### src/design/int8_linear_head_argmax_assert.svh
// Assertion macros shared by the int8 linear head argmax RTL.
// Each macro expects signals named clk and rst_n in the enclosing module.
`ifndef INT8_LINEAR_HEAD_ARGMAX_ASSERT_SVH
`define INT8_LINEAR_HEAD_ARGMAX_ASSERT_SVH

// The consequent must hold in the same cycle as the antecedent.
`define ILHA_ASSERT_NOW(name, cond, expr) \
  name: assert property (@(posedge clk) disable iff (!rst_n) (cond) |-> (expr)) \
    else $error("ilha assertion failed");

// The consequent must hold in the cycle after the antecedent.
`define ILHA_ASSERT_NEXT(name, cond, expr) \
  name: assert property (@(posedge clk) disable iff (!rst_n) (cond) |=> (expr)) \
    else $error("ilha assertion failed");

`endif

### src/design/ilha_pkg.sv
// Shared types and constants of the int8 linear head argmax block.
// No dependencies; all files of the block but the assertion header use it.
package ilha_pkg;

  localparam int NUM_CLASSES_DEF  = 6;
  localparam int NUM_CHANNELS_DEF = 64;
  localparam int POOLED_WIDTH_DEF = 16;

  localparam int CLS_W       = 3;
  localparam int CH_W        = 6;
  localparam int W_W         = 8;
  localparam int SUM_W       = 32;
  localparam int CNT_W       = 7;
  localparam int PRES_W      = 4;
  localparam int QUEUE_DEPTH = 4;

  localparam logic OP_WEIGHT = 1'b0;
  localparam logic OP_POOLED = 1'b1;

  typedef struct packed {
    logic                    is_wt;
    logic                    wr_ok;
    logic                    acc;
    logic                    dir_wr;
    logic                    direct;
    logic                    last;
    logic [CLS_W-1:0]        cls;
    logic [CH_W-1:0]         chan;
    logic signed [W_W-1:0]   weight;
    logic [PRES_W-1:0]       present;
  } ctl_t;

  typedef struct packed {
    logic vld;
    logic direct;
  } snap_ctl_t;

endpackage

### src/design/ilha_queue.sv
// Small register queue that decouples the front end from the back end.
// Generic payload vector; uses ilha_pkg only for the default depth.
`include "int8_linear_head_argmax_assert.svh"

module ilha_queue #(
  parameter int WIDTH = 8,
  parameter int DEPTH = ilha_pkg::QUEUE_DEPTH
) (
  input  logic             clk,
  input  logic             rst_n,
  input  logic             push,
  input  logic [WIDTH-1:0] wdata,
  output logic             ready,
  input  logic             pop,
  output logic             valid,
  output logic [WIDTH-1:0] rdata
);
  localparam int PTR_W = (DEPTH > 1) ? $clog2(DEPTH) : 1;
  localparam int CNT_W = $clog2(DEPTH + 1);

  logic [WIDTH-1:0] entries_r [DEPTH];
  logic [PTR_W-1:0] wr_ptr_r, wr_ptr_nxt;
  logic [PTR_W-1:0] rd_ptr_r, rd_ptr_nxt;
  logic [CNT_W-1:0] cnt_r, cnt_nxt;

  assign ready = cnt_r != CNT_W'(DEPTH);
  assign valid = cnt_r != '0;
  assign rdata = entries_r[rd_ptr_r];

  always_comb begin
    wr_ptr_nxt = wr_ptr_r;
    rd_ptr_nxt = rd_ptr_r;
    cnt_nxt    = cnt_r;
    if (push) begin
      wr_ptr_nxt = (wr_ptr_r == PTR_W'(DEPTH - 1)) ? '0 : wr_ptr_r + PTR_W'(1);
    end
    if (pop && valid) begin
      rd_ptr_nxt = (rd_ptr_r == PTR_W'(DEPTH - 1)) ? '0 : rd_ptr_r + PTR_W'(1);
    end
    if (push && !(pop && valid)) begin
      cnt_nxt = cnt_r + CNT_W'(1);
    end else if (!push && pop && valid) begin
      cnt_nxt = cnt_r - CNT_W'(1);
    end
  end

  always_ff @(posedge clk) begin
    if (push) begin
      entries_r[wr_ptr_r] <= wdata;
    end
  end

  always_ff @(posedge clk) begin
    if (!rst_n) begin
      wr_ptr_r <= '0;
      rd_ptr_r <= '0;
      cnt_r    <= '0;
    end else begin
      wr_ptr_r <= wr_ptr_nxt;
      rd_ptr_r <= rd_ptr_nxt;
      cnt_r    <= cnt_nxt;
    end
  end

  `ILHA_ASSERT_NOW(a_queue_no_overflow, push, cnt_r != CNT_W'(DEPTH))
  `ILHA_ASSERT_NEXT(a_queue_count_up, push && !pop, cnt_r == $past(cnt_r) + CNT_W'(1))
  `ILHA_ASSERT_NOW(a_queue_empty_ptrs, cnt_r == '0, rd_ptr_r == wr_ptr_r)

endmodule

### config.mk
export PLATFORM = sky130hd
export DESIGN_NAME = ilha_queue
export DESIGN_NICKNAME = d
export VERILOG_FILES = /design/src/design/ilha_pkg.sv /design/src/design/ilha_queue.sv
export VERILOG_INCLUDE_DIRS = /design/src /design/src/design
export SDC_FILE = /design/constraint.sdc
export NUM_CORES = 1
export LEC_CHECK = 0
export ABC_AREA = 1
export BUFFER_PORTS_ARGS = -buffer_cell sky130_fd_sc_hd__clkbuf_2
export CAP_MARGIN = 25
export CELL_PAD_IN_SITES_DETAIL_PLACEMENT = 0
export CELL_PAD_IN_SITES_GLOBAL_PLACEMENT = 1
export CORE_AREA = 2 2 65 67
export DETAILED_ROUTE_END_ITERATION = 7
export DIE_AREA = 0 0 67 69
export HOLD_SLACK_MARGIN = 0.1
export PLACE_DENSITY = 0.85
export SYNTH_ARGS = -nofsm -noshare
export SYNTH_HDL_FRONTEND = slang
export SYNTH_SLANG_ARGS = --single-unit
### constraint.sdc
create_clock -name clk -period 2.1 [get_ports clk]
set_clock_uncertainty 0.15 [all_clocks]
set_input_delay 0.315 -clock clk [delete_from_list [all_inputs] [get_ports clk]]
set_output_delay 0.315 -clock clk [all_outputs]
set_load 0.03 [all_outputs]
**Yosys cells after proc, flatten, opt, wreduce, memory -nomap -nowiden**

Memory sizes are Yosys's and may differ from the RTL's. A register that Yosys moved wholly into a read port is not among the register bits.
Index checks and enable logic that the tools add are counted.
W data, S select, Z words.

- Memories: 1
- Logic and storage cells: 27
- Output and inout port bits: 10
- Bits in writable memories: 32
- Register bits after elaboration: 7
- Input port bits: 12

Memories:

| memory | words | width | read ports | clocked after memory_dff | write ports | RTL line | text |
|---|---|---|---|---|---|---|---|
| entries_r | 4 | 8 | 1 | 1 | 1 | ilha_queue.sv:21 | `logic [WIDTH-1:0] entries_r [DEPTH];` |

- Muxes and demuxes: 8
- Reduce and logical (&&, ||, !) cells: 8
- Equality and inequality tests: 3
- $add $sub $neg: 4

Operator list:

| cell | count |
|---|---|
| $mux W2 | 4 |
| $mux W3 | 2 |
| $add A2 B1 Y2 const B | 2 |
| $eq A2 B2 Y1 const B | 2 |
| $logic_and A1 B1 Y1 | 4 |
| $add A3 B1 Y3 const B | 1 |
| $ne A3 B3 Y1 const B | 1 |
| $reduce_bool A3 Y1 | 1 |
| $sub A3 B1 Y3 const B | 1 |
| $logic_not A1 Y1 | 2 |
| $mux W1 | 2 |
| $reduce_bool A2 Y1 | 1 |

**Depth between registers and ports, before layout**

- Word-level depth: 5
- Depth in mapped cells: 9
- Gate-level depth less buffers: 9

**Least setup slack after synthesis**

No wires, ideal clock.

- Path kind: register to register
- From: register cnt_r[1]
- To: register cnt_r[2]
- Arrival: 1.484 ns
- Period minus slack after synthesis: 1.749 ns
- Slack: 0.351 ns
- Cell stages (with the launch flop): 9
- Required time: 1.835 ns
- Library setup time: 0.115 ns
- Path buffers: 0
- Path through: dfxtp_1 > nor2_4 > nand2_4 > nand2_4 > nand2_4 > fa_1 > nand3b_1 > a21oi_1 > nor2_1

- Word-level cells in the longest chain between the ends: 5
- Elaborated cells between the ends (all ways): 10
- Classes of those cells: 2 x add/sub; 2 x mux; 6 x reduce/logical

RTL lines:

| item | RTL line | text |
|---|---|---|
| start: declaration | ilha_queue.sv:24 | `logic [CNT_W-1:0] cnt_r, cnt_nxt;` |
| start signal: assignment | ilha_queue.sv:61 | `cnt_r <= cnt_nxt;` |
| $reduce_bool A3 Y1 (*) | ilha_queue.sv:27 | `assign valid = cnt_r != '0;` |
| named net valid | ilha_queue.sv:15 | `output logic valid,` |
| $logic_and A1 B1 Y1 | ilha_queue.sv:40 | `if (push && !(pop && valid)) begin` |
| $logic_not A1 Y1 | ilha_queue.sv:40 |  |
| $logic_and A1 B1 Y1 | ilha_queue.sv:40 |  |
| $mux W3 or $reduce_bool A2 Y1 (tied branches) | -- |  |

Mark *: on every way through the listed nets, which the timed path passes. The rest lies on a longest branch. The select of a mux whose other input is x is not followed.
A chain may end at the register's enable or synchronous reset.

==> impl_metrics.ini <==
[status]
status = complete, no violations

[drt]
drc_errors = 0
wl_met3_um = 172
first_pass_iters = 4
routedWlPerCell_um = 13.2
met1_length_mm = 1.23
via_per_inst = 4.96
top_layer = met4
drt-total-wl_mm = 2.97
ant_nets = 0
dr.first_iter.drc_count = 70
vias = 1116
met2_wirelength_mm = 1.55

[cts]
clock-sinks = 41
cts_tree = done
path_clk_slew_ns = 0.07
clk_path_buf_depth = 2
post-cts-setup-buffers = 0
insertion_delay_ns = 0.28
cts_max_level = 2
cts_buffers = 5
clockRootBuffer = clkbuf_8

[sta]
clock.fmax_mhz = 518
slew_violations = 0
setup_tns_ns = 0
rsz0062_at_grt = no
worst_pin_slew_ns = 0.386
setup_viol = 0
finalHoldViolCount = 0
fin_crit_ns = 1.93
finalCritPeriodShare_pct = 91.9
relSlewSlack_pct = 74.2

[hold_path]
hold_path_depth = 3
min_path_type = input port to flip-flop

[floorplanning]
dieArea_sq_um = 4620
fp.dieH_um = 69
core_area_sq_um = 3910
start_util_pct = 43.4
num_rows = 23
die_width_um = 67
ioPinCount = 22

[place]
dp_hpwl_mm = 2.05
gp_congestion = 0.689
io_buffers = 21

[global_routing]
grt_first_pass_wirelength_mm = 4.71
grt_max_degree = 17
grt_pass1_vias = 1068
grt_usage_pct = 14.1
globalRouteOverflowTotal = 0
antenna_found_initial = 0

[logic_synthesis]
synth_edf_count = 32
synth_area_sq_um = 1700
yosysTopAreaCell = edfxtp_1
synthFlopType = edfxtp_1
ys_top_cells_by_area = edfxtp_1 (57%), dfxtp_1 (11%), o21ai_0 (5.6%), nor2_1 (5.5%), ha_1 (3.7%)
netlist.area_leader.share_pct = 56.6
synthCells = 141
synth-seq-cells = 41
ys_seq_area_share_pct = 67.2
syn_nets = 159
async_flop_share_pct = 0
postSynthAreaPerCell_sq_um = 12.0
synth_cell_types = 20
ys_warn_count = 0

[final_layout]
layout-drive-gt1-share_pct = 20.6
post-route-util_pct = 51.8
final-seq-area_sq_um = 1140
diodes = 0
multi_input_area_sq_um = 474
area_growth_pct = 19.5
layout.nets = 193
fill_cells = 372

[critical_path]
endpoint_kind = output pin
cp_data_arrival_time_ns = 1.47
slowest_stage = dfxtp_1
path_class = flip-flop to output pin
reg2regPathDepth = 8
critPathMaxStageDelay_ns = 0.41
cp_max_fo = 9
crit_chain = inv_1 > o21ai_0 > o22ai_1 > clkbuf_2
worst-endpoint-required_ns = 1.63
worstSetupStartpointType = flip-flop

[power]
power_density_nw_per_um2 = 1010
irDropWorstVdd_mv = 0.535
power_leakage_nw = 0.824

[job]
cap_violations = 0
## Yosys cell counts (all sizes together), types with 2 or more instances
master   n
dfxtp    9
nand3    3
nand3b   2
o21ai   19
inv     14
buf      3
a21oi    4
edfxtp  32
nor2    26
o22ai    8
nand2   13
ha       5
## layer usage
metal	up-vias	GRT usage, %
met3	2	5.55
met5	-	0
li1	555	-
met4	0	4.08
met2	30	24.6
met1	529	15.3
## power by group
part           internal (mW)  switching (mW)  total (mW)  leakage (nW)
combinational          0.153           0.327       0.480         0.402
sequential             0.933          0.0443       0.977         0.369
clock                  0.345           0.246       0.591        0.0540
## path summary, 6_finish.rpt
| kind | from | slack (ns) | endpoint |
|---|---|---|---|
| worst max-delay path | flip-flop | 0.17 | rdata[4] |
| worst min-delay path | rst_n | 0.18 | wr_ptr_r[0] |
| worst max register to register | cnt_r[1] | 0.29 | cnt_r[2] |
| worst min register to register | rd_ptr_r[1] | 0.37 | rd_ptr_r[1] |
## sequential cells by signal, summed over array words and instances (netlist names), named ones only
name / flops
cnt_r: 3
entries_r: 32
rd_ptr_r: 2
wr_ptr_r: 2
## cell usage in the layout, fill, tap and decap left out, drive strengths merged
cell         count
edfxtp          32
nor2            26
clkbuf          26
o21ai           19
inv             14
nand2           13
dfxtp            9
o22ai            8
dlygate4sd3      8
ha               5
a21oi            4
nand3            3
nand3b           2
nor3             1
o211a            1
fa               1
bufinv           1
clkinv           1
buf              1
## final cells by class
type / instances / share of cell area [%]
Clock buffer: 5 / 3.39
Clock inverter: 2 / 1.73
Inverter: 14 / 2.59
Multi-Input combinational cell: 83 / 23.4
Sequential cell: 41 / 56.3
Tap cell: 50 / 3.08
Timing Repair Buffer: 30 / 9.50
## metrics by stage
step                instance area (sq um)  hold WS [ns]  setup slack [ns]  total power [mW]  cells
floorplan                            1700         0.264             0.351              1.34    141
global placement                     1840         0.348             0.358              1.45    210
detailed placement                   1840         0.354             0.298              1.47    210
CTS                                  2030         0.167            0.0684              2.07    225
global route                         2030         0.200            0.0512              2.15    225
finish                               2030         0.184             0.170              2.05    225
## worst max-delay path: cells and delay by family (launching register included)
| family | cells | cell delay, ns |
|---|---|---|
| compound gates | 2 | 0.29 |
| flops | 1 | 0.41 |
| buf+inv | 2 | 0.49 |
## cell families after synthesis
logic type                 share of synthesized area (%)
and+or+nand+nor                                     12.7
buffers and inverters                               4.86
DFF                                                 67.2
AOI/OAI and AO/OA                                   10.3
adders and majority gates                           4.86
## timing repair
action	in CTS	in global routing
resized for setup	0	1
endpoints found under the hold margin	31	0
endpoints found under the setup margin	0	1
hold buffers	8	0
No activity file was read; power rests on OpenSTA's default activity.
