--- src/design/int8_linear_head_argmax_assert.svh ---
// Assertion macros shared by the int8 linear head argmax RTL.
// Each macro expects signals named clk and rst_n in the enclosing module.
`ifndef INT8_LINEAR_HEAD_ARGMAX_ASSERT_SVH
`define INT8_LINEAR_HEAD_ARGMAX_ASSERT_SVH

// The consequent must hold in the same cycle as the antecedent.
`define ILHA_ASSERT_NOW(name, cond, expr) \
  name: assert property (@(posedge clk) disable iff (!rst_n) (cond) |-> (expr)) \
    else $error("ilha assertion failed");

// The consequent must hold in the cycle after the antecedent.
`define ILHA_ASSERT_NEXT(name, cond, expr) \
  name: assert property (@(posedge clk) disable iff (!rst_n) (cond) |=> (expr)) \
    else $error("ilha assertion failed");

`endif

--- src/design/ilha_pkg.sv ---
// Shared types and constants of the int8 linear head argmax block.
// No dependencies; all files of the block but the assertion header use it.
package ilha_pkg;

  localparam int NUM_CLASSES_DEF  = 6;
  localparam int NUM_CHANNELS_DEF = 64;
  localparam int POOLED_WIDTH_DEF = 16;

  localparam int CLS_W       = 3;
  localparam int CH_W        = 6;
  localparam int W_W         = 8;
  localparam int SUM_W       = 32;
  localparam int CNT_W       = 7;
  localparam int PRES_W      = 4;
  localparam int QUEUE_DEPTH = 4;

  localparam logic OP_WEIGHT = 1'b0;
  localparam logic OP_POOLED = 1'b1;

  typedef struct packed {
    logic                    is_wt;
    logic                    wr_ok;
    logic                    acc;
    logic                    dir_wr;
    logic                    direct;
    logic                    last;
    logic [CLS_W-1:0]        cls;
    logic [CH_W-1:0]         chan;
    logic signed [W_W-1:0]   weight;
    logic [PRES_W-1:0]       present;
  } ctl_t;

  typedef struct packed {
    logic vld;
    logic direct;
  } snap_ctl_t;

endpackage

--- src/design/ilha_ifs.sv ---


interface ilha_out_if ();
  logic                       valid;
  logic                       ready;
  logic [ilha_pkg::CLS_W-1:0] best_class;
  logic                       no_winner;

  modport source (output valid, best_class, no_winner, input ready);
  modport sink   (input valid, best_class, no_winner, output ready);
endinterface

--- src/design/ilha_argmax.sv ---
// Pipelined comparison tree that picks the lowest-index largest sum, plus the
// output register of the result channel. Uses ilha_pkg and ilha_out_if.
`include "int8_linear_head_argmax_assert.svh"

module ilha_argmax #(
  parameter int NUM_CLASSES  = ilha_pkg::NUM_CLASSES_DEF,
  parameter int POOLED_WIDTH = ilha_pkg::POOLED_WIDTH_DEF
) (
  input  logic                              clk,
  input  logic                              rst_n,
  input  ilha_pkg::snap_ctl_t               snap_ctl,
  input  logic [NUM_CLASSES-1:0]            snap_mask,
  input  logic signed [ilha_pkg::SUM_W-1:0] snap_sum [NUM_CLASSES],
  output logic                              adv,
  ilha_out_if.source                        out_ch
);
  import ilha_pkg::*;

  localparam int LVL    = $clog2(NUM_CLASSES);
  localparam int LEAVES = 1 << LVL;
  localparam logic signed [SUM_W-1:0] MIN_SCORE = -(SUM_W'(1) << (POOLED_WIDTH - 1));

  typedef struct packed {
    logic                    valid;
    logic [CLS_W-1:0]        idx;
    logic signed [SUM_W-1:0] val;
  } node_t;

  function automatic node_t pick(node_t a, node_t b);
    if (b.valid && (!a.valid || ($signed(b.val) > $signed(a.val)))) begin
      return b;
    end
    return a;
  endfunction

  node_t            leaf      [LEAVES];
  node_t            lvl_r     [LVL][LEAVES];
  snap_ctl_t        lvl_ctl_r [LVL];
  node_t            fin;
  logic             none;
  logic             out_vld_r;
  logic [CLS_W-1:0] best_r;
  logic             none_r;

  for (genvar n = 0; n < LEAVES; n++) begin : g_leaf
    if (n < NUM_CLASSES) begin : g_used
      assign leaf[n] = '{valid: snap_mask[n], idx: CLS_W'(n), val: snap_sum[n]};
    end else begin : g_pad
      assign leaf[n] = '0;
    end
  end

  for (genvar l = 0; l < LVL; l++) begin : g_lvl
    for (genvar n = 0; n < LEAVES; n++) begin : g_node
      if (n >= (LEAVES >> (l + 1))) begin : g_idle
        always_ff @(posedge clk) begin
          lvl_r[l][n] <= '0;
        end
      end else if (l == 0) begin : g_first
        always_ff @(posedge clk) begin
          if (adv) begin
            lvl_r[l][n] <= pick(leaf[2*n], leaf[2*n+1]);
          end
        end
      end else begin : g_inner
        always_ff @(posedge clk) begin
          if (adv) begin
            lvl_r[l][n] <= pick(lvl_r[l-1][2*n], lvl_r[l-1][2*n+1]);
          end
        end
      end
    end

    if (l == 0) begin : g_ctl_first
      always_ff @(posedge clk) begin
        if (!rst_n) begin
          lvl_ctl_r[l] <= '0;
        end else if (adv) begin
          lvl_ctl_r[l] <= snap_ctl;
        end
      end
    end else begin : g_ctl_inner
      always_ff @(posedge clk) begin
        if (!rst_n) begin
          lvl_ctl_r[l] <= '0;
        end else if (adv) begin
          lvl_ctl_r[l] <= lvl_ctl_r[l-1];
        end
      end
    end
  end

  assign fin  = lvl_r[LVL-1][0];
  assign none = lvl_ctl_r[LVL-1].direct &&
                (!fin.valid || ($signed(fin.val) <= MIN_SCORE));
  assign adv  = !out_vld_r || out_ch.ready;

  always_ff @(posedge clk) begin
    if (!rst_n) begin
      out_vld_r <= 1'b0;
    end else if (adv) begin
      out_vld_r <= lvl_ctl_r[LVL-1].vld;
    end
  end

  always_ff @(posedge clk) begin
    if (adv) begin
      best_r <= none ? '0 : fin.idx;
      none_r <= none;
    end
  end

  assign out_ch.valid      = out_vld_r;
  assign out_ch.best_class = best_r;
  assign out_ch.no_winner  = none_r;

  `ILHA_ASSERT_NOW(a_no_winner_is_class0, out_vld_r && none_r, best_r == '0)
  `ILHA_ASSERT_NOW(a_weighted_has_winner, lvl_ctl_r[LVL-1].vld && !lvl_ctl_r[LVL-1].direct, fin.valid)
  `ILHA_ASSERT_NOW(a_winner_in_range, out_vld_r, best_r < CLS_W'(NUM_CLASSES))

endmodule

--- src/flat_wrapper.sv ---
// flat-port wrapper written by rule: the top's interface ports become plain ports
module ilha_argmax_flat import ilha_pkg::*;
#(
  parameter int NUM_CLASSES  = ilha_pkg::NUM_CLASSES_DEF,
  parameter int POOLED_WIDTH = ilha_pkg::POOLED_WIDTH_DEF
)
  (clk, rst_n, snap_ctl, snap_mask, snap_sum, adv, out_ch_valid, out_ch_best_class, out_ch_no_winner, out_ch_ready);
  ilha_out_if out_ch_i ();
  input  logic clk;
  input  logic rst_n;
  input  ilha_pkg::snap_ctl_t snap_ctl;
  input  logic [NUM_CLASSES-1:0] snap_mask;
  input  logic signed [ilha_pkg::SUM_W-1:0] snap_sum[NUM_CLASSES];
  output logic adv;
  output wire logic [$bits(out_ch_i.valid)-1:0] out_ch_valid;
  output wire logic [$bits(out_ch_i.best_class)-1:0] out_ch_best_class;
  output wire logic [$bits(out_ch_i.no_winner)-1:0] out_ch_no_winner;
  input wire logic [$bits(out_ch_i.ready)-1:0] out_ch_ready;
  assign out_ch_valid = out_ch_i.valid;
  assign out_ch_best_class = out_ch_i.best_class;
  assign out_ch_no_winner = out_ch_i.no_winner;
  assign out_ch_i.ready = out_ch_ready;
  ilha_argmax #(.NUM_CLASSES(NUM_CLASSES), .POOLED_WIDTH(POOLED_WIDTH)) u_core (.clk(clk), .rst_n(rst_n), .snap_ctl(snap_ctl), .snap_mask(snap_mask), .snap_sum(snap_sum), .adv(adv), .out_ch(out_ch_i));
endmodule
--- config.mk ---
export PLATFORM = sky130hd
export DESIGN_NAME = ilha_argmax_flat
export DESIGN_NICKNAME = d
export VERILOG_FILES = /design/src/design/ilha_pkg.sv /design/src/design/ilha_ifs.sv /design/src/design/ilha_argmax.sv /design/src/flat_wrapper.sv
export VERILOG_INCLUDE_DIRS = /design/src /design/src/design
export SDC_FILE = /design/constraint.sdc
export NUM_CORES = 1
export LEC_CHECK = 0
export ABC_AREA = 1
export BUFFER_PORTS_ARGS = -buffer_cell sky130_fd_sc_hd__clkbuf_2
export CAP_MARGIN = 20
export CORE_MARGIN = 4
export CORE_UTILIZATION = 35
export CTS_BUF_LIST = sky130_fd_sc_hd__clkbuf_16
export DETAILED_ROUTE_END_ITERATION = 12
export PLACE_DENSITY_LB_ADDON = 0.15
export SLEW_MARGIN = 20
export SYNTH_ARGS = -nofsm -noshare
export SYNTH_HDL_FRONTEND = slang
export SYNTH_SLANG_ARGS = --single-unit
--- constraint.sdc ---
create_clock -name clk -period 9.2 [get_ports clk]
set_input_delay 2.3 -clock clk [delete_from_list [all_inputs] [get_ports clk]]
set_output_delay 2.3 -clock clk [all_outputs]
set_load 0.05 [all_outputs]
Word level (Yosys, flattened, before mapping)
Memories as Yosys holds them, arrays and structs flattened.
Cells that the tools add are included.
Cells by class
  bitwise operators: 3
  multiplexer cells: 41
  reductions and logical operators: 23
  $lt $le $gt $ge: 7
Operator list (count)
  36-bit two-way mux: 20
  32-bit > comparator: 6
  32-bit by 16-bit less-or-equal comparator with 1-bit output, second input constant: 1
  1-bit two-way mux: 18
  1-bit zero test: 8
  1-bit logical OR: 8
  1-bit logical AND: 7
  2-bit two-way mux: 3
  1-bit bitwise OR: 3
Word-level totals
  bits in writable memories: 438
  output and inout bits: 6
  register bits after elaboration: 5
  input port bits: 203
  logic and storage cells: 79
  memories kept: 2
Memory list
  u_core.lvl_r: words 3, width 144, read ports 3, clocked after Yosys merged registers in 0, write ports 3, line ilha_argmax.sv:37  | node_t lvl_r [LVL][LEAVES];
  u_core.lvl_ctl_r: words 3, width 2, read ports 3, clocked after Yosys merged registers in 0, write ports 3, line ilha_argmax.sv:38  | snap_ctl_t lvl_ctl_r [LVL];

Depth between registers and ports, before layout
An unclocked memory read counts as a cell.
  word-level depth: 8
  depth in mapped cells: 20
  depth with buffers taken out: 19

Worst setup path before layout
No wires, ideal clock.
  kind: in2out
  from: in out_ch_ready
  to: out adv
  path slack: -0.217 ns
  arrival: 7.117 ns
  stages on the path: 2
  required time: 6.900 ns
  cells stage by stage: inv_1 -> nand2_1
On the way
  word-level cells in the longest chain between the ends: 1
Ends and longest elaborated chain
  start, declared: line flat_wrapper.sv:18  | input wire logic [$bits(out_ch_i.ready)-1:0] out_ch_ready;
  1-bit logical OR: line ilha_argmax.sv:96  | assign adv = !out_vld_r || out_ch.ready;
  end, declared: line flat_wrapper.sv:14  | output logic adv;
No other way between the ends.

Worst setup path in the final report
Same ends and word-level chain as after synthesis.

==> summary.md <==
| Metric | Value |
|---|---|
| DR vias | roughly 11,000 |
| Die height | 205 um |
| Clk sinks | 218 |
| CTS buffer count | 25 |
| Fmax | 179 MHz |
| Pre-CTS WS | 3.57 ns |
| P_leak | 8.30 nW |
| Fin crit share | 0.608 |
| Post_cts resized | 0 |
| Seq. cell area | about 6500 sq um |
| RR Endpoint | u_core.lvl_r[1][117] |
| Buf/Inv on CP | 3 |
| Layout fillers | between 3,000 and 4,000 |
| Clock root cell | clkbuf_16 |
| Port Buffers | between 200 and 250 |
| Via/cell ratio | ~4.7 |
| Startpoint types | primary input |
| IO Count | roughly 210 |
| WL final | between 30,000 and 40,000 um |
| Synth Area in Simple Gates | 0.252 |
| Mux cell area share after synthesis | 0 |
| Post-CTS Setup Inserts | 0 |
| GRT Util Overall | 0.160 |
| Worst path top cell family by delay | buffers and inverters |
| RSZ-0062 raised after global routing | false |
| Slew Limit Fails | 0 |
| Effective utilization at floorplan | 0.357 |
| Hold EP | u_core.lvl_r[1][99] |
| Synth top area cells | edfxtp_1 (48%), ha_1 (15%), nand2_1 (15%), nand3_1 (6.6%), inv_1 (6.3%) |
| Status | completed |
| Worst hold path depth | 0 |
| Hold Buf Count CTS | 0 |
| DP Area | 15,000 sq um |
| CP cell instances | clkbuf_2 -> inv_1 -> nand2_8 -> clkbuf_2 |
| Post-DP HPWL | approximately 26,000 um |
| Core box area | ~38,000 sq um |
| Reg2Reg Depth | 15 |
| Ys flop type | edfxtp_1 |
| Routed len/inst | roughly 15 um |
| Drt first pass iters | 5 |
| Mean Syn Cell Area | ~8.7 sq um |
| Iter 0 DRT Violations | between 500 and 600 |
| Final hold vios | 0 |
| NumNets Final | between 2,000 and 2,500 |
| Worst EP required | between 6 and 7 ns |
| CP Class | in2out |
| Max H-tree Level | 1 |
| Clock slew at reported path FFs | approximately 0.06 ns |
| Most used cell, CP | clkbuf_2 |
| Post-synth top cells | nand2_1 (528), inv_1 (227), edfxtp_1 (217) |
| Synth Instances | around 1,600 |
| Area taken by multi-input logic gates | 5890 sq um |
| Most numerous cell in the Yosys netlist | nand2_1 |
| Cell Area, Synth | 13,500 sq um |
| Largest net degree at the start of global routing | slightly below 80 |
| Cell variety after synth | 30 |
| Main combinational cell family by area after synthesis | simple AND/OR/NAND/NOR gates |
| Worst reg-to-reg setup slack | 6.19 ns |
| Pwr Density | between 150 and 200 nW/um^2 |
| Synth warn | 0 |
| Synth Area in Compound Gates | 0.0332 |
| Net Count, Synth | around 1,900 |
| Max_cap viols | 0 |
| Register bit total from synthesis | approximately 220 |
| Tmin final | ~5.6 ns |
| CTS tree | built |
| Clk Latency, worst-skew pair | approximately 0.5 ns |
| DRC Markers | 0 |
| GP Congestion | between 0.8 and 0.9 |
| Cell taking the most area after synthesis | edfxtp_1 |
| Max VDD drop | around 110 uV |
| Final antenna-violating net count | 0 |
| GRT Residual Overflow | 0 |
| Layout cells sized above 1 | 0.152 |
| Rows | 71 |
| Reg-to-reg startpoint | u_core.lvl_r[0][77] |
| CP arrival | roughly 3.3 ns |
| Clock skew | between 0.008 and 0.009 ns |
| Share of the synthesized area in the top cell type | 0.481 |
| Die Wd | approximately 200 um |
| CP endpoint kind | output pin |
| Area grow syn2layout | 16.2% |
| Final setup fails | 0 |
| Post-synth ARST share | 0 |
| DIE AREA | between 40,000 and 50,000 sq um |
| Final Cell Area | about 16,000 sq um |
| Setup TNS | 0 ns |
| Initial antenna violation count | 0 |
| Number of synthesized flops with an enable pin | about 220 |
| Worst Slack Setup Final | 3.60 ns |
| Slowest-stage cell, CP | clkbuf_2 |
| Post-synthesis adder-cell area fraction | 0.148 |
| First-pass GRT wire length | between 50,000 and 60,000 um |
| Synth Area in XOR/XNOR | 0 |
| Vias in the first global route | 10,400 |
| Worst Max-Slew Pin Slew | 0.979 ns |
| Min-Delay Startpoint | u_core.lvl_r[0][63] |
| Hold crit path type | reg2reg |
| Max clock buf depth | 3 |
| Max stage delay on crit path | 0.39 ns |
| ANT cells | 0 |
| Worst relative slew slack | 0.347 |
| Max FO, Critical Path | 63 |
| Sequential cell area fraction in the yosys report | 0.482 |
cells by family after synthesis:
family / after synthesis
compound gates: 84
fa+ha+maj: 160
buf+inv: 278
flops: 218
simple gates: 817
cell usage in the layout, fill, tap and decap left out, drive strengths merged, types with 2 or more instances in the layout:
cell type	instances
nand3	181
nand2	538
a21o	6
nor4	5
inv	234
o21a	4
clkinv	12
nand4	14
nor2	71
buf	6
or2	5
edfxtp	217
a21oi	62
nor3	2
o21ai	10
clkbuf	233
ha	160
how the worst max path moves through the flow:
stage	start	endpoint	cells past startpoint
after detailed placement	out_ch_ready	adv	4
after floorplan	out_ch_ready	adv	2
after CTS	out_ch_ready	adv	4
after global routing	out_ch_ready	adv	4
final	out_ch_ready	adv	4
after global placement	out_ch_ready	adv	4
metal layers:
layer	vias to the layer above	global-route usage	part of all wire
met2	227	0.264	0.47
li1	5506	-	-
met5	-	0	0
met4	0	0.0443	0.026
met1	4884	0.220	0.46
met3	48	0.0228	0.045
final cells by class:
cell class,count,area share
flip-flops and latches,218,0.415
multi-input cells,1061,0.374
repair buffers,214,0.0690
inverters,228,0.0544
well taps,511,0.0406
clock buffers,25,0.0397
clock inverters,20,0.00723
flip-flops by register name, summed over array words and instances (netlist names):
register,count
u_core.out_ch.best_class,3
u_core.lvl_ctl_r,6
u_core.lvl_r,207
u_core.out_ch.no_winner,1
u_core.out_ch.valid,1
report_power, final:
group / switching [mW] / internal, mW / total (mW)
logic: 0.479 / 0.266 / 0.746
clock network: 0.381 / 0.518 / 0.899
registers: 0.102 / 1.35 / 1.45
metrics by stage:
stage	hold WS [ns]	cells	total power, mW	utilization
2_1_floorplan	0.400	1557	1.99	-
3_3_place_gp	0.401	2232	2.20	0.396
3_5_place_dp	0.405	2232	2.22	0.396
4_1_cts	0.417	2277	3.14	0.415
5_1_grt	0.424	2277	3.33	0.415
6_report	0.413	2277	3.09	0.415
Power figures use the tool's default switching activity.
