$ cat src/design/int8_linear_head_argmax_assert.svh
// Assertion macros shared by the int8 linear head argmax RTL.
// Each macro expects signals named clk and rst_n in the enclosing module.
`ifndef INT8_LINEAR_HEAD_ARGMAX_ASSERT_SVH
`define INT8_LINEAR_HEAD_ARGMAX_ASSERT_SVH

// The consequent must hold in the same cycle as the antecedent.
`define ILHA_ASSERT_NOW(name, cond, expr) \
  name: assert property (@(posedge clk) disable iff (!rst_n) (cond) |-> (expr)) \
    else $error("ilha assertion failed");

// The consequent must hold in the cycle after the antecedent.
`define ILHA_ASSERT_NEXT(name, cond, expr) \
  name: assert property (@(posedge clk) disable iff (!rst_n) (cond) |=> (expr)) \
    else $error("ilha assertion failed");

`endif

$ cat src/design/ilha_pkg.sv
// Shared types and constants of the int8 linear head argmax block.
// No dependencies; all files of the block but the assertion header use it.
package ilha_pkg;

  localparam int NUM_CLASSES_DEF  = 6;
  localparam int NUM_CHANNELS_DEF = 64;
  localparam int POOLED_WIDTH_DEF = 16;

  localparam int CLS_W       = 3;
  localparam int CH_W        = 6;
  localparam int W_W         = 8;
  localparam int SUM_W       = 32;
  localparam int CNT_W       = 7;
  localparam int PRES_W      = 4;
  localparam int QUEUE_DEPTH = 4;

  localparam logic OP_WEIGHT = 1'b0;
  localparam logic OP_POOLED = 1'b1;

  typedef struct packed {
    logic                    is_wt;
    logic                    wr_ok;
    logic                    acc;
    logic                    dir_wr;
    logic                    direct;
    logic                    last;
    logic [CLS_W-1:0]        cls;
    logic [CH_W-1:0]         chan;
    logic signed [W_W-1:0]   weight;
    logic [PRES_W-1:0]       present;
  } ctl_t;

  typedef struct packed {
    logic vld;
    logic direct;
  } snap_ctl_t;

endpackage

$ cat src/design/ilha_ifs.sv
// Valid/ready channel interfaces for the input items and the result items.
// Depends on ilha_pkg for field widths and defaults.
interface ilha_in_if #(
  parameter int POOLED_WIDTH = ilha_pkg::POOLED_WIDTH_DEF
) ();
  logic                            valid;
  logic                            ready;
  logic                            operation;
  logic [ilha_pkg::CLS_W-1:0]      class_index;
  logic [ilha_pkg::CH_W-1:0]       channel_index;
  logic signed [ilha_pkg::W_W-1:0] weight_value;
  logic signed [POOLED_WIDTH-1:0]  pooled_value;
  logic                            last;

  modport source (
    output valid, operation, class_index, channel_index, weight_value, pooled_value, last,
    input  ready
  );
  modport sink (
    input  valid, operation, class_index, channel_index, weight_value, pooled_value, last,
    output ready
  );
endinterface


$ cat src/design/ilha_front.sv
// Front end: accepts input items, holds the mode register and channel count,
// and classifies each item into a control word for the queue. Uses ilha_pkg.
module ilha_front #(
  parameter int NUM_CLASSES  = ilha_pkg::NUM_CLASSES_DEF,
  parameter int NUM_CHANNELS = ilha_pkg::NUM_CHANNELS_DEF,
  parameter int POOLED_WIDTH = ilha_pkg::POOLED_WIDTH_DEF
) (
  input  logic                           clk,
  input  logic                           rst_n,
  ilha_in_if.sink                        in_ch,
  input  logic                           cfg_we,
  input  logic                           cfg_wdata,
  input  logic                           q_ready,
  output logic                           q_push,
  output ilha_pkg::ctl_t                 q_ctl,
  output logic signed [POOLED_WIDTH-1:0] q_pooled
);
  import ilha_pkg::*;

  logic             direct_r;
  logic [CNT_W-1:0] count_r, count_nxt;
  logic             accept;
  logic             active;
  logic [CNT_W-1:0] cnt_after;

  assign in_ch.ready = q_ready;
  assign accept      = in_ch.valid && q_ready;
  assign q_push      = accept;
  assign q_pooled    = in_ch.pooled_value;

  always_comb begin
    active    = count_r < CNT_W'(NUM_CHANNELS);
    cnt_after = active ? count_r + CNT_W'(1) : count_r;

    q_ctl.is_wt   = in_ch.operation == OP_WEIGHT;
    q_ctl.wr_ok   = ({1'b0, in_ch.class_index} < (CLS_W + 1)'(NUM_CLASSES)) &&
                    ({1'b0, in_ch.channel_index} < (CH_W + 1)'(NUM_CHANNELS));
    q_ctl.acc     = !q_ctl.is_wt && active && !direct_r;
    q_ctl.dir_wr  = !q_ctl.is_wt && active && direct_r &&
                    (count_r < CNT_W'(NUM_CLASSES));
    q_ctl.direct  = direct_r;
    q_ctl.last    = in_ch.last;
    q_ctl.cls     = in_ch.class_index;
    q_ctl.chan    = q_ctl.is_wt ? in_ch.channel_index : count_r[CH_W-1:0];
    q_ctl.weight  = in_ch.weight_value;
    q_ctl.present = (cnt_after < CNT_W'(NUM_CLASSES)) ? PRES_W'(cnt_after)
                                                       : PRES_W'(NUM_CLASSES);

    count_nxt = count_r;
    if (accept && !q_ctl.is_wt) begin
      count_nxt = in_ch.last ? '0 : cnt_after;
    end
  end

  always_ff @(posedge clk) begin
    if (!rst_n) begin
      direct_r <= 1'b0;
      count_r  <= '0;
    end else begin
      if (cfg_we) begin
        direct_r <= cfg_wdata;
      end
      count_r <= count_nxt;
    end
  end

endmodule

$ cat src/flat_wrapper.sv
// flat-port wrapper written by rule: the top's interface ports become plain ports
module ilha_front_flat import ilha_pkg::*;
#(
  parameter int NUM_CLASSES  = ilha_pkg::NUM_CLASSES_DEF,
  parameter int NUM_CHANNELS = ilha_pkg::NUM_CHANNELS_DEF,
  parameter int POOLED_WIDTH = ilha_pkg::POOLED_WIDTH_DEF
)
  (clk, rst_n, cfg_we, cfg_wdata, q_ready, q_push, q_ctl, q_pooled, in_ch_valid, in_ch_operation, in_ch_class_index, in_ch_channel_index, in_ch_weight_value, in_ch_pooled_value, in_ch_last, in_ch_ready);
  ilha_in_if #(.POOLED_WIDTH(POOLED_WIDTH)) in_ch_i ();
  input  logic clk;
  input  logic rst_n;
  input  logic cfg_we;
  input  logic cfg_wdata;
  input  logic q_ready;
  output logic q_push;
  output ilha_pkg::ctl_t q_ctl;
  output logic signed [POOLED_WIDTH-1:0] q_pooled;
  input wire logic [$bits(in_ch_i.valid)-1:0] in_ch_valid;
  input wire logic [$bits(in_ch_i.operation)-1:0] in_ch_operation;
  input wire logic [$bits(in_ch_i.class_index)-1:0] in_ch_class_index;
  input wire logic [$bits(in_ch_i.channel_index)-1:0] in_ch_channel_index;
  input wire logic [$bits(in_ch_i.weight_value)-1:0] in_ch_weight_value;
  input wire logic [$bits(in_ch_i.pooled_value)-1:0] in_ch_pooled_value;
  input wire logic [$bits(in_ch_i.last)-1:0] in_ch_last;
  output wire logic [$bits(in_ch_i.ready)-1:0] in_ch_ready;
  assign in_ch_i.valid = in_ch_valid;
  assign in_ch_i.operation = in_ch_operation;
  assign in_ch_i.class_index = in_ch_class_index;
  assign in_ch_i.channel_index = in_ch_channel_index;
  assign in_ch_i.weight_value = in_ch_weight_value;
  assign in_ch_i.pooled_value = in_ch_pooled_value;
  assign in_ch_i.last = in_ch_last;
  assign in_ch_ready = in_ch_i.ready;
  ilha_front #(.NUM_CLASSES(NUM_CLASSES), .NUM_CHANNELS(NUM_CHANNELS), .POOLED_WIDTH(POOLED_WIDTH)) u_core (.clk(clk), .rst_n(rst_n), .in_ch(in_ch_i), .cfg_we(cfg_we), .cfg_wdata(cfg_wdata), .q_ready(q_ready), .q_push(q_push), .q_ctl(q_ctl), .q_pooled(q_pooled));
endmodule
$ cat config.mk
export PLATFORM = sky130hd
export DESIGN_NAME = ilha_front_flat
export DESIGN_NICKNAME = d
export VERILOG_FILES = /design/src/design/int8_linear_head_argmax_assert.svh /design/src/design/ilha_pkg.sv /design/src/design/ilha_ifs.sv /design/src/design/ilha_front.sv /design/src/flat_wrapper.sv
export SDC_FILE = /design/constraint.sdc
export NUM_CORES = 1
export LEC_CHECK = 0
export ABC_AREA = 1
export BUFFER_PORTS_ARGS = -buffer_cell sky130_fd_sc_hd__clkbuf_2
export CORE_MARGIN = 2
export CORE_UTILIZATION = 38
export DETAILED_ROUTE_END_ITERATION = 7
export HOLD_SLACK_MARGIN = 0.12
export PLACE_DENSITY = 0.85
export SYNTH_ARGS = -nofsm -noshare
export SYNTH_HDL_FRONTEND = slang
export SYNTH_SLANG_ARGS = --single-unit
$ cat constraint.sdc
create_clock -name clk -period 2 [get_ports clk]
set_input_delay 0.1 -clock clk [delete_from_list [all_inputs] [get_ports clk]]
set_output_delay 0.1 -clock clk [all_outputs]
set_load 0.05 [all_outputs]
Yosys cells after proc, flatten, opt, wreduce, memory -nomap -nowiden
Index checks and enable logic that the tools add are counted.
{ "word_totals": {"register_bits": 8, "out_inout_bits": 45, "elab_cells": 19} }
{ "classes": {"add_sub_neg": 1, "magnitude_cmp": 4, "mux": 4, "n_bitwise": 1, "n_reduce_logical": 7} }
{ "ops": {"columns": ["cell", "count"], "rows": [
  ["$lt A7 B3 Y1 const B", 2],
  ["$mux W7", 2],
  ["$add A7 B1 Y7 const B", 1],
  ["$lt A7 B7 Y1 const B", 1],
  ["$logic_and A1 B1 Y1", 6],
  ["$mux W6", 1],
  ["$mux W4", 1],
  ["$lt A3 B3 Y1 const B", 1],
  ["$logic_not A1 Y1", 1],
  ["$not A1 Y1", 1]
]} }

Depth between registers and ports, before layout
Gate-level depths: netlist of run 1.
{ "logic_depth": {"depth_word": 4, "mapped_depth": 9} }

Worst setup path after synthesis of run 1
Ideal clock, no wire load.
{ "synth_path": {"path_kind": "input -> output", "startpoint": "in in_ch_operation", "endpoint": "out q_ctl[12] (netlist bit)", "t_arrival_ps": 1728, "required_time_ps": 1900, "slack_ps": 172, "stages": 3, "cell_sequence": "inv_1 > clkbuf_1 > o21ai_0"} }
{ "synth_rtl": {"columns": ["item", "line", "text"], "rows": [
  ["from (decl)", "flat_wrapper.sv:19", "input wire logic [$bits(in_ch_i.operation)-1:0] in_ch_operation;"],
  ["to (decl)", "flat_wrapper.sv:16", "output ilha_pkg::ctl_t q_ctl;"]
]} }

==> qor.log, run 1 <==
[status] result of the run finished, final reports clean
[layout] sequential cell area 163 µm²
[synth] proportion of synthesized chip area in sequential cells 0.186
[timing] FMAX 542 MHz
[layout] synth-to-layout area growth 2.18%
[cts] count of H-tree levels built during CTS 1
[critical_path] sort of element at the end of the critical path output port
[critical_path] worst setup path endpoint q_ctl[2]
[global_route] vias in the first global route 692
[placement] gpl congestion 0.833
[synth] Yosys warning total 0
[synth] top cell types by occurrence after synthesis 37 x sky130_fd_sc_hd__nand2_1, 31 x sky130_fd_sc_hd__buf_4, 13 x sky130_fd_sc_hd__inv_1
[synth] Mapped Nets 182
[floorplanning] placement row count 17
[routing] Post-route DRC 0
[critical_path] CP Class flop to output port
[floorplanning] Die X-Extent 51.6 µm
[routing] Routed WL 1720 µm
[cts] Num CTS Buffers 3
[layout] Final Net Count 191
[synth] most common flop cell mapped by yosys sky130_fd_sc_hd__dfxtp_1
[routing] number of nets with antenna violations after routing 0
[pwr] maximum vdd ir drop 199 µV
[global_route] first-pass GRT wire length 2830 µm
[cts] maximum buffer depth of the clock tree 2
[critical_path] R2R setup slack 0.75 ns
[global_route] overall global routing resource usage 0.139
[layout] final instance area 881 µm²
[timing] final hold viol count 0
[synth] Post-synth ARST share 0
[timing] sum of negative setup slack 0 ns
[global_route] grt ovf 0
[cts] clock tree from TritonCTS built
[layout] count of inserted antenna diode cells 0
[placement] sum of net half-perimeters after detailed placement 1360 µm
[critical_path] startpoint type of the worst setup path flop
[critical_path] FF-to-FF path depth 3
[routing] vias after detailed routing 821
[placement] instance area at placement 831 µm²
[synth] number of storage elements in the synthesis netlist 8
[synth] EDFF count, synth 0
[layout] number of filler instances in the final layout 241
[floorplanning] I/O pins 86
[timing] clock period minus final worst setup slack 1.84 ns
[routing] DR pass1 iterations 4
[critical_path] arrival time reported for the critical path endpoint 1.74 ns
[critical_path] launch point of the critical path u_core.count_r[1]
[pwr] pwr/cell area 482 mW/mm²
[timing] setup skew after layout 0.00115 ns
[timing] setup repair after global routing missed its margin no
[synth] count of mapped cells out of synthesis 140
[layout] share of the core filled with cells 0.406
[critical_path] Worst R2R End u_core.direct_r
[cts] clock root buffer sky130_fd_sc_hd__clkbuf_4
[floorplanning] Initial Utilization 0.397
[timing] final worst slack 0.155 ns
[timing] Final setup viols 0
[cts] clock sinks 8
[placement] Port-buffer cells 34
[routing] Routed wire per std cell 9.80 µm
[job] max-cap violations 0
[synth] synthesized area per cell 6.16 µm²
[layout] area of the multi-input gates 404 µm²
[synth] biggest area consumer among synthesized cells sky130_fd_sc_hd__buf_4
[critical_path] launch point of the worst reg-to-reg path u_core.direct_r
[pwr] static power due to leakage 0.454 nW
[floorplanning] Core Box Area 0.00217 mm²
[synth] distinct cell type count of the synthesized netlist 19
[synth] area of the mapped netlist 862 µm²
[synth] cell types occupying the most area after synthesis sky130_fd_sc_hd__buf_4 27%, sky130_fd_sc_hd__dfxtp_1 19%, sky130_fd_sc_hd__nand2_1 16%
[timing] Hold Slack 0.167 ns
[synth] Yosys top cell area share 0.270
[synth] most frequent cell after synthesis sky130_fd_sc_hd__nand2_1
[cts] insertion delay of the later-clocked pin in the worst-skew pair 0.25 ns
[global_route] maximum number of pins on one net before global-route repair 13
[floorplanning] height of the chip 51.6 µm
[cts] Clock Pin Slew Worst Setup and Hold Paths 0.05 ns
[hold_path] worst min path class input port to flop
[critical_path] peak fanout along the critical path 5
[global_route] antenna violations before repair 0
[critical_path] Critical Path RT 1.90 ns
[layout] layout cells sized above 1 0.367
[placement] worst-case setup slack after placement 0.341 ns
[routing] routed via count divided by cell count 4.69
[timing] final cycle utilization of the critical path 0.922
[timing] final slew viol count 0
[floorplanning] Die Area 0.00267 mm²
[routing] DR iter-0 viols 19
-- metrics by stage --
| step | total power, mW | std cells |
|---|---|---|
| 2_1_floorplan | 0.408 | 140 |
| 3_3_place_gp | 0.300 | 170 |
| 3_5_place_dp | 0.302 | 170 |
| 4_1_cts | 0.427 | 175 |
| 5_1_grt | 0.448 | 175 |
| 6_report | 0.425 | 175 |
-- per-layer routing --
layer,global-route usage,wire length [µm]
met1,0.179,724
met2,0.222,784
met3,0.0316,187
met4,0.0570,19
met5,0,0
-- worst min path at each step --
stage	startpoint	to	slack, ns	cells past startpoint
after floorplan	cfg_we	u_core.direct_r	0.19	1
after global placement	in_ch_weight_value[7]	q_ctl[11]	0.20	0
after detailed placement	in_ch_weight_value[7]	q_ctl[11]	0.20	0
after CTS	in_ch_last	u_core.count_r[1]	0.17	4
after global routing	in_ch_last	u_core.count_r[1]	0.18	4
final	in_ch_last	u_core.count_r[1]	0.17	4
-- cell type report --
class	instances	share of cell area
Clock buffer	3	0.0256
Inverter	17	0.0724
Multi-Input combinational cell	83	0.459
Sequential cell	8	0.185
Tap cell	28	0.0398
Timing Repair Buffer	36	0.219
-- kinds of logic (layout without fill, tap and decap cells) --
group,Yosys count,after routing,share of synthesized area
and+or+nand+nor,65,65,0.354
other,1,1,0.00435
buffers and inverters,49,56,0.348
AOI/OAI and AO/OA,16,16,0.0929
adders and majority gates,1,1,0.0145
DFF,8,8,0.186
-- layout by cell type, fill, tap and decap left out, types with 4 or more instances in the layout --
| master | n |
|---|---|
| sky130_fd_sc_hd__clkbuf_2 | 33 |
| sky130_fd_sc_hd__a21oi_1 | 8 |
| sky130_fd_sc_hd__nor2_1 | 4 |
| sky130_fd_sc_hd__o21ai_0 | 7 |
| sky130_fd_sc_hd__dfxtp_1 | 6 |
| sky130_fd_sc_hd__nand2_1 | 37 |
| sky130_fd_sc_hd__nand3_1 | 9 |
| sky130_fd_sc_hd__inv_1 | 13 |
| sky130_fd_sc_hd__nor2_2 | 5 |
| sky130_fd_sc_hd__clkbuf_4 | 4 |
| sky130_fd_sc_hd__nand2_2 | 4 |
-- what timing repair did --
| item | CTS | global route |
|---|---|---|
| buffers inserted | 0 | 0 |
| hold endpoints to repair | 1 | 0 |
| endpoints found under the setup margin | 0 | 3 |
| hold buffers | 2 | 0 |
| gates resized for setup | 0 | 6 |
-- registers in the layout, summed over array words and instances, names as in the netlist --
register         flops
u_core.count_r       7
u_core.direct_r      1
-- worst max-delay path, stage by stage (launching register included) --
cell and delay, ns:
sky130_fd_sc_hd__dfxtp_2 0.34, sky130_fd_sc_hd__ha_2 0.31, sky130_fd_sc_hd__inv_1 0.03, sky130_fd_sc_hd__o21ai_1 0.18
sky130_fd_sc_hd__inv_1 0.10, sky130_fd_sc_hd__nor2_2 0.14, sky130_fd_sc_hd__nor2_4 0.05, sky130_fd_sc_hd__nand4_1 0.06
sky130_fd_sc_hd__clkbuf_2 0.27
-- where the power goes --
part	switching, mW	internal, mW	total (mW)
combinational	0.104	0.0339	0.138
clock	0.0542	0.0686	0.123
sequential	0.00249	0.162	0.164
No activity file was read; power rests on OpenSTA's default activity.
==> inputs of run 2 (changes only) <==
--- a/config.mk
+++ b/config.mk
@@ -11,7 +11,7 @@
 export CORE_UTILIZATION = 38
 export DETAILED_ROUTE_END_ITERATION = 7
 export HOLD_SLACK_MARGIN = 0.12
-export PLACE_DENSITY = 0.85
+export PLACE_DENSITY = 0.95
 export SYNTH_ARGS = -nofsm -noshare
 export SYNTH_HDL_FRONTEND = slang
 export SYNTH_SLANG_ARGS = --single-unit
==> qor.log, run 2 (synthesis results as in run 1) <==
[layout] filler-free cell count of the finished design 175 [unchanged]
[timing] FMAX 520 MHz [-4.0%]
[layout] number of filler instances in the final layout 251 [+4.1%]
[routing] Routed wire per std cell 10.5 µm [+7.1%]
[critical_path] Critical Path RT 1.90 ns [about the same]
[layout] share of the core filled with cells 0.406 [unchanged]
[critical_path] Buf+Inv Stages, Crit Path 3 [unchanged]
[routing] DR iter-0 viols 27 [+8]
[placement] Port-buffer cells 34 [unchanged]
[floorplanning] Die X-Extent 51.6 µm [unchanged]
[cts] Clock Pin Slew Worst Setup and Hold Paths 0.05 ns [about the same]
[layout] layout cells sized above 1 0.367 [unchanged]
[routing] routed via count divided by cell count 4.77 [+1.6%]
[global_route] maximum number of pins on one net before global-route repair 13 [unchanged]
[critical_path] arrival time reported for the critical path endpoint 1.82 ns [+0.08 ns]
[routing] Post-route DRC 0 [unchanged]
[cts] count of H-tree levels built during CTS 1 [unchanged]
[placement] Inst Count DP 170 [unchanged]
[placement] sum of net half-perimeters after detailed placement 1450 µm [+7.3%]
[pwr] pwr/cell area 486 mW/mm² [+0.77%]
[critical_path] maximum single-stage delay on the critical path 0.34 ns [about the same]
[global_route] first-pass GRT wire length 3020 µm [+6.6%]
[global_route] antenna violations before repair 0 [unchanged]
[critical_path] FF-to-FF path depth 5 [+2]
[critical_path] crit path cell chain ha_2 > inv_1 > o21ai_0 > inv_1 > nor2_2 > nor2_4 > nand4_1 > buf_2
[timing] final cycle utilization of the critical path 0.961 [+0.0385]
[layout] most common cell after layout, fill and taps aside sky130_fd_sc_hd__nand2_1
[cts] maximum buffer depth of the clock tree 2 [unchanged]
[critical_path] Worst R2R End u_core.count_r[6]
[floorplanning] Initial Utilization 0.397 [unchanged]
[cts] clock tree from TritonCTS built
[cts] Num CTS Buffers 3 [unchanged]
[critical_path] CP Class flop to output port
[critical_path] sort of element at the end of the critical path output port
[pwr] static power due to leakage 0.455 nW [+0.29%]
[critical_path] launch point of the critical path u_core.count_r[1]
[status] result of the run finished, final reports clean
[critical_path] launch point of the worst reg-to-reg path u_core.count_r[1]
[critical_path] startpoint type of the worst setup path flop
[timing] sum of negative setup slack 0 ns [unchanged]
[layout] Final Net Count 191 [unchanged]
[floorplanning] I/O pins 86 [unchanged]
[placement] gpl congestion 0.894 [+7.3%]
[layout] highest-count cells in the layout ignoring fill and taps 37 x sky130_fd_sc_hd__nand2_1, 31 x sky130_fd_sc_hd__clkbuf_2, 13 x sky130_fd_sc_hd__inv_1
[timing] clock period minus final worst setup slack 1.92 ns [+0.0770 ns]
[critical_path] crit-path most repeated cell sky130_fd_sc_hd__inv_1
[routing] vias after detailed routing 834 [+1.6%]
[global_route] grt ovf 0 [unchanged]
[timing] final hold viol count 0 [unchanged]
[hold_path] worst min path class input port to flop
[routing] DR pass1 iterations 5 [+1]
[floorplanning] Die Area 0.00267 mm² [unchanged]
[cts] insertion delay of the later-clocked pin in the worst-skew pair 0.26 ns [about the same]
[critical_path] worst setup path endpoint q_ctl[2]
[critical_path] kind of cell adding the most delay to the critical path buffers and inverters
[layout] synth-to-layout area growth 2.18% [unchanged]
[critical_path] peak fanout along the critical path 5 [unchanged]
[routing] Routed WL 1840 µm [+7.1%]
[job] max-cap violations 0 [unchanged]
[cts] clock root buffer sky130_fd_sc_hd__clkbuf_4
[routing] number of nets with antenna violations after routing 0 [unchanged]
[layout] Most flops, register u_core.count_r
[floorplanning] Core Box Area 0.00217 mm² [unchanged]
[timing] final slew viol count 0 [unchanged]
[global_route] vias in the first global route 734 [+6.1%]
[layout] max FFs per register 7 [unchanged]
[floorplanning] placement row count 17 [unchanged]
[timing] setup skew after layout 0.00320 ns [+0.00204 ns]
[timing] Final setup viols 0 [unchanged]
[pwr] maximum vdd ir drop 272 µV [+37%]
[critical_path] R2R setup slack 0.70 ns [-0.05 ns]
[cts] clock sinks 8 [unchanged]
[layout] count of inserted antenna diode cells 0 [unchanged]
[cts] post-CTS setup buffers 0 [unchanged]
[floorplanning] height of the chip 51.6 µm [unchanged]
[critical_path] number of cells on the critical path 8 [unchanged]
[global_route] overall global routing resource usage 0.149 [+0.0102]
[critical_path] critical-path cell with the highest stage delay sky130_fd_sc_hd__dfxtp_2
[layout] Largest regs u_core.count_r (7), u_core.direct_r (1)
-- run 2: tightest hold or removal path, cell delays in order --
cell	delay (ns)
sky130_fd_sc_hd__clkbuf_2	0.11
sky130_fd_sc_hd__nor2_4	0.06
sky130_fd_sc_hd__nand2_1	0.06
sky130_fd_sc_hd__a21oi_1	0.05
-- run 2: area by class of cell --
| class | count | area (µm²) | share of cell area |
|---|---|---|---|
| clock buffer | 3 | 22.5 | 0.0256 |
| inverter | 17 | 63.8 | 0.0724 |
| multi-input combinational | 83 | 404 | 0.459 |
| sequential | 8 | 163 | 0.185 |
| tap | 28 | 35.0 | 0.0398 |
| timing repair buffer | 36 | 193 | 0.219 |
-- run 2: stage by stage --
step	setup slack [ns]	power, mW	area [µm²]	hold slack, ns
2_1_floorplan	0.172	0.408	862	0.193
3_3_place_gp	0.393	0.300	831	0.200
3_5_place_dp	0.316	0.301	831	0.200
4_1_cts	0.0391	0.429	873	0.167
5_1_grt	-0.000109	0.447	881	0.176
6_report	0.0785	0.428	881	0.158
-- run 2: what timing repair did --
item                                    in CTS  in global routing
hold buffers                                 2                  0
gates resized for setup                      0                  7
endpoints found under the setup margin       0                  3
hold endpoints to repair                     1                  0
-- run 2: metal layers --
metal | up-vias | track usage | share of wire
met4 | 0 | 0.0965 | 0.026
met2 | 33 | 0.250 | 0.46
met5 | - | 0 | 0
li1 | 422 | - | -
met1 | 370 | 0.168 | 0.44
met3 | 9 | 0.0345 | 0.076
-- run 2: how the worst min path moves through the flow --
stage                     cells after the start  slack [ns]                end                  start
after floorplan                               1        0.19    u_core.direct_r                 cfg_we
after global placement                        0        0.20           q_ctl[4]  in_ch_weight_value[0]
after detailed placement                      0        0.20           q_ctl[4]  in_ch_weight_value[0]
after CTS                                     4        0.17  u_core.count_r[0]             in_ch_last
after global routing                          4        0.18  u_core.count_r[1]             in_ch_last
final                                         4        0.16  u_core.count_r[1]             in_ch_last
-- run 2: power by group --
group | internal (mW) | switching (mW) | total (mW)
Sequential | 0.162 | 0.00241 | 0.164
Clock | 0.0688 | 0.0579 | 0.127
Combinational | 0.0338 | 0.103 | 0.137
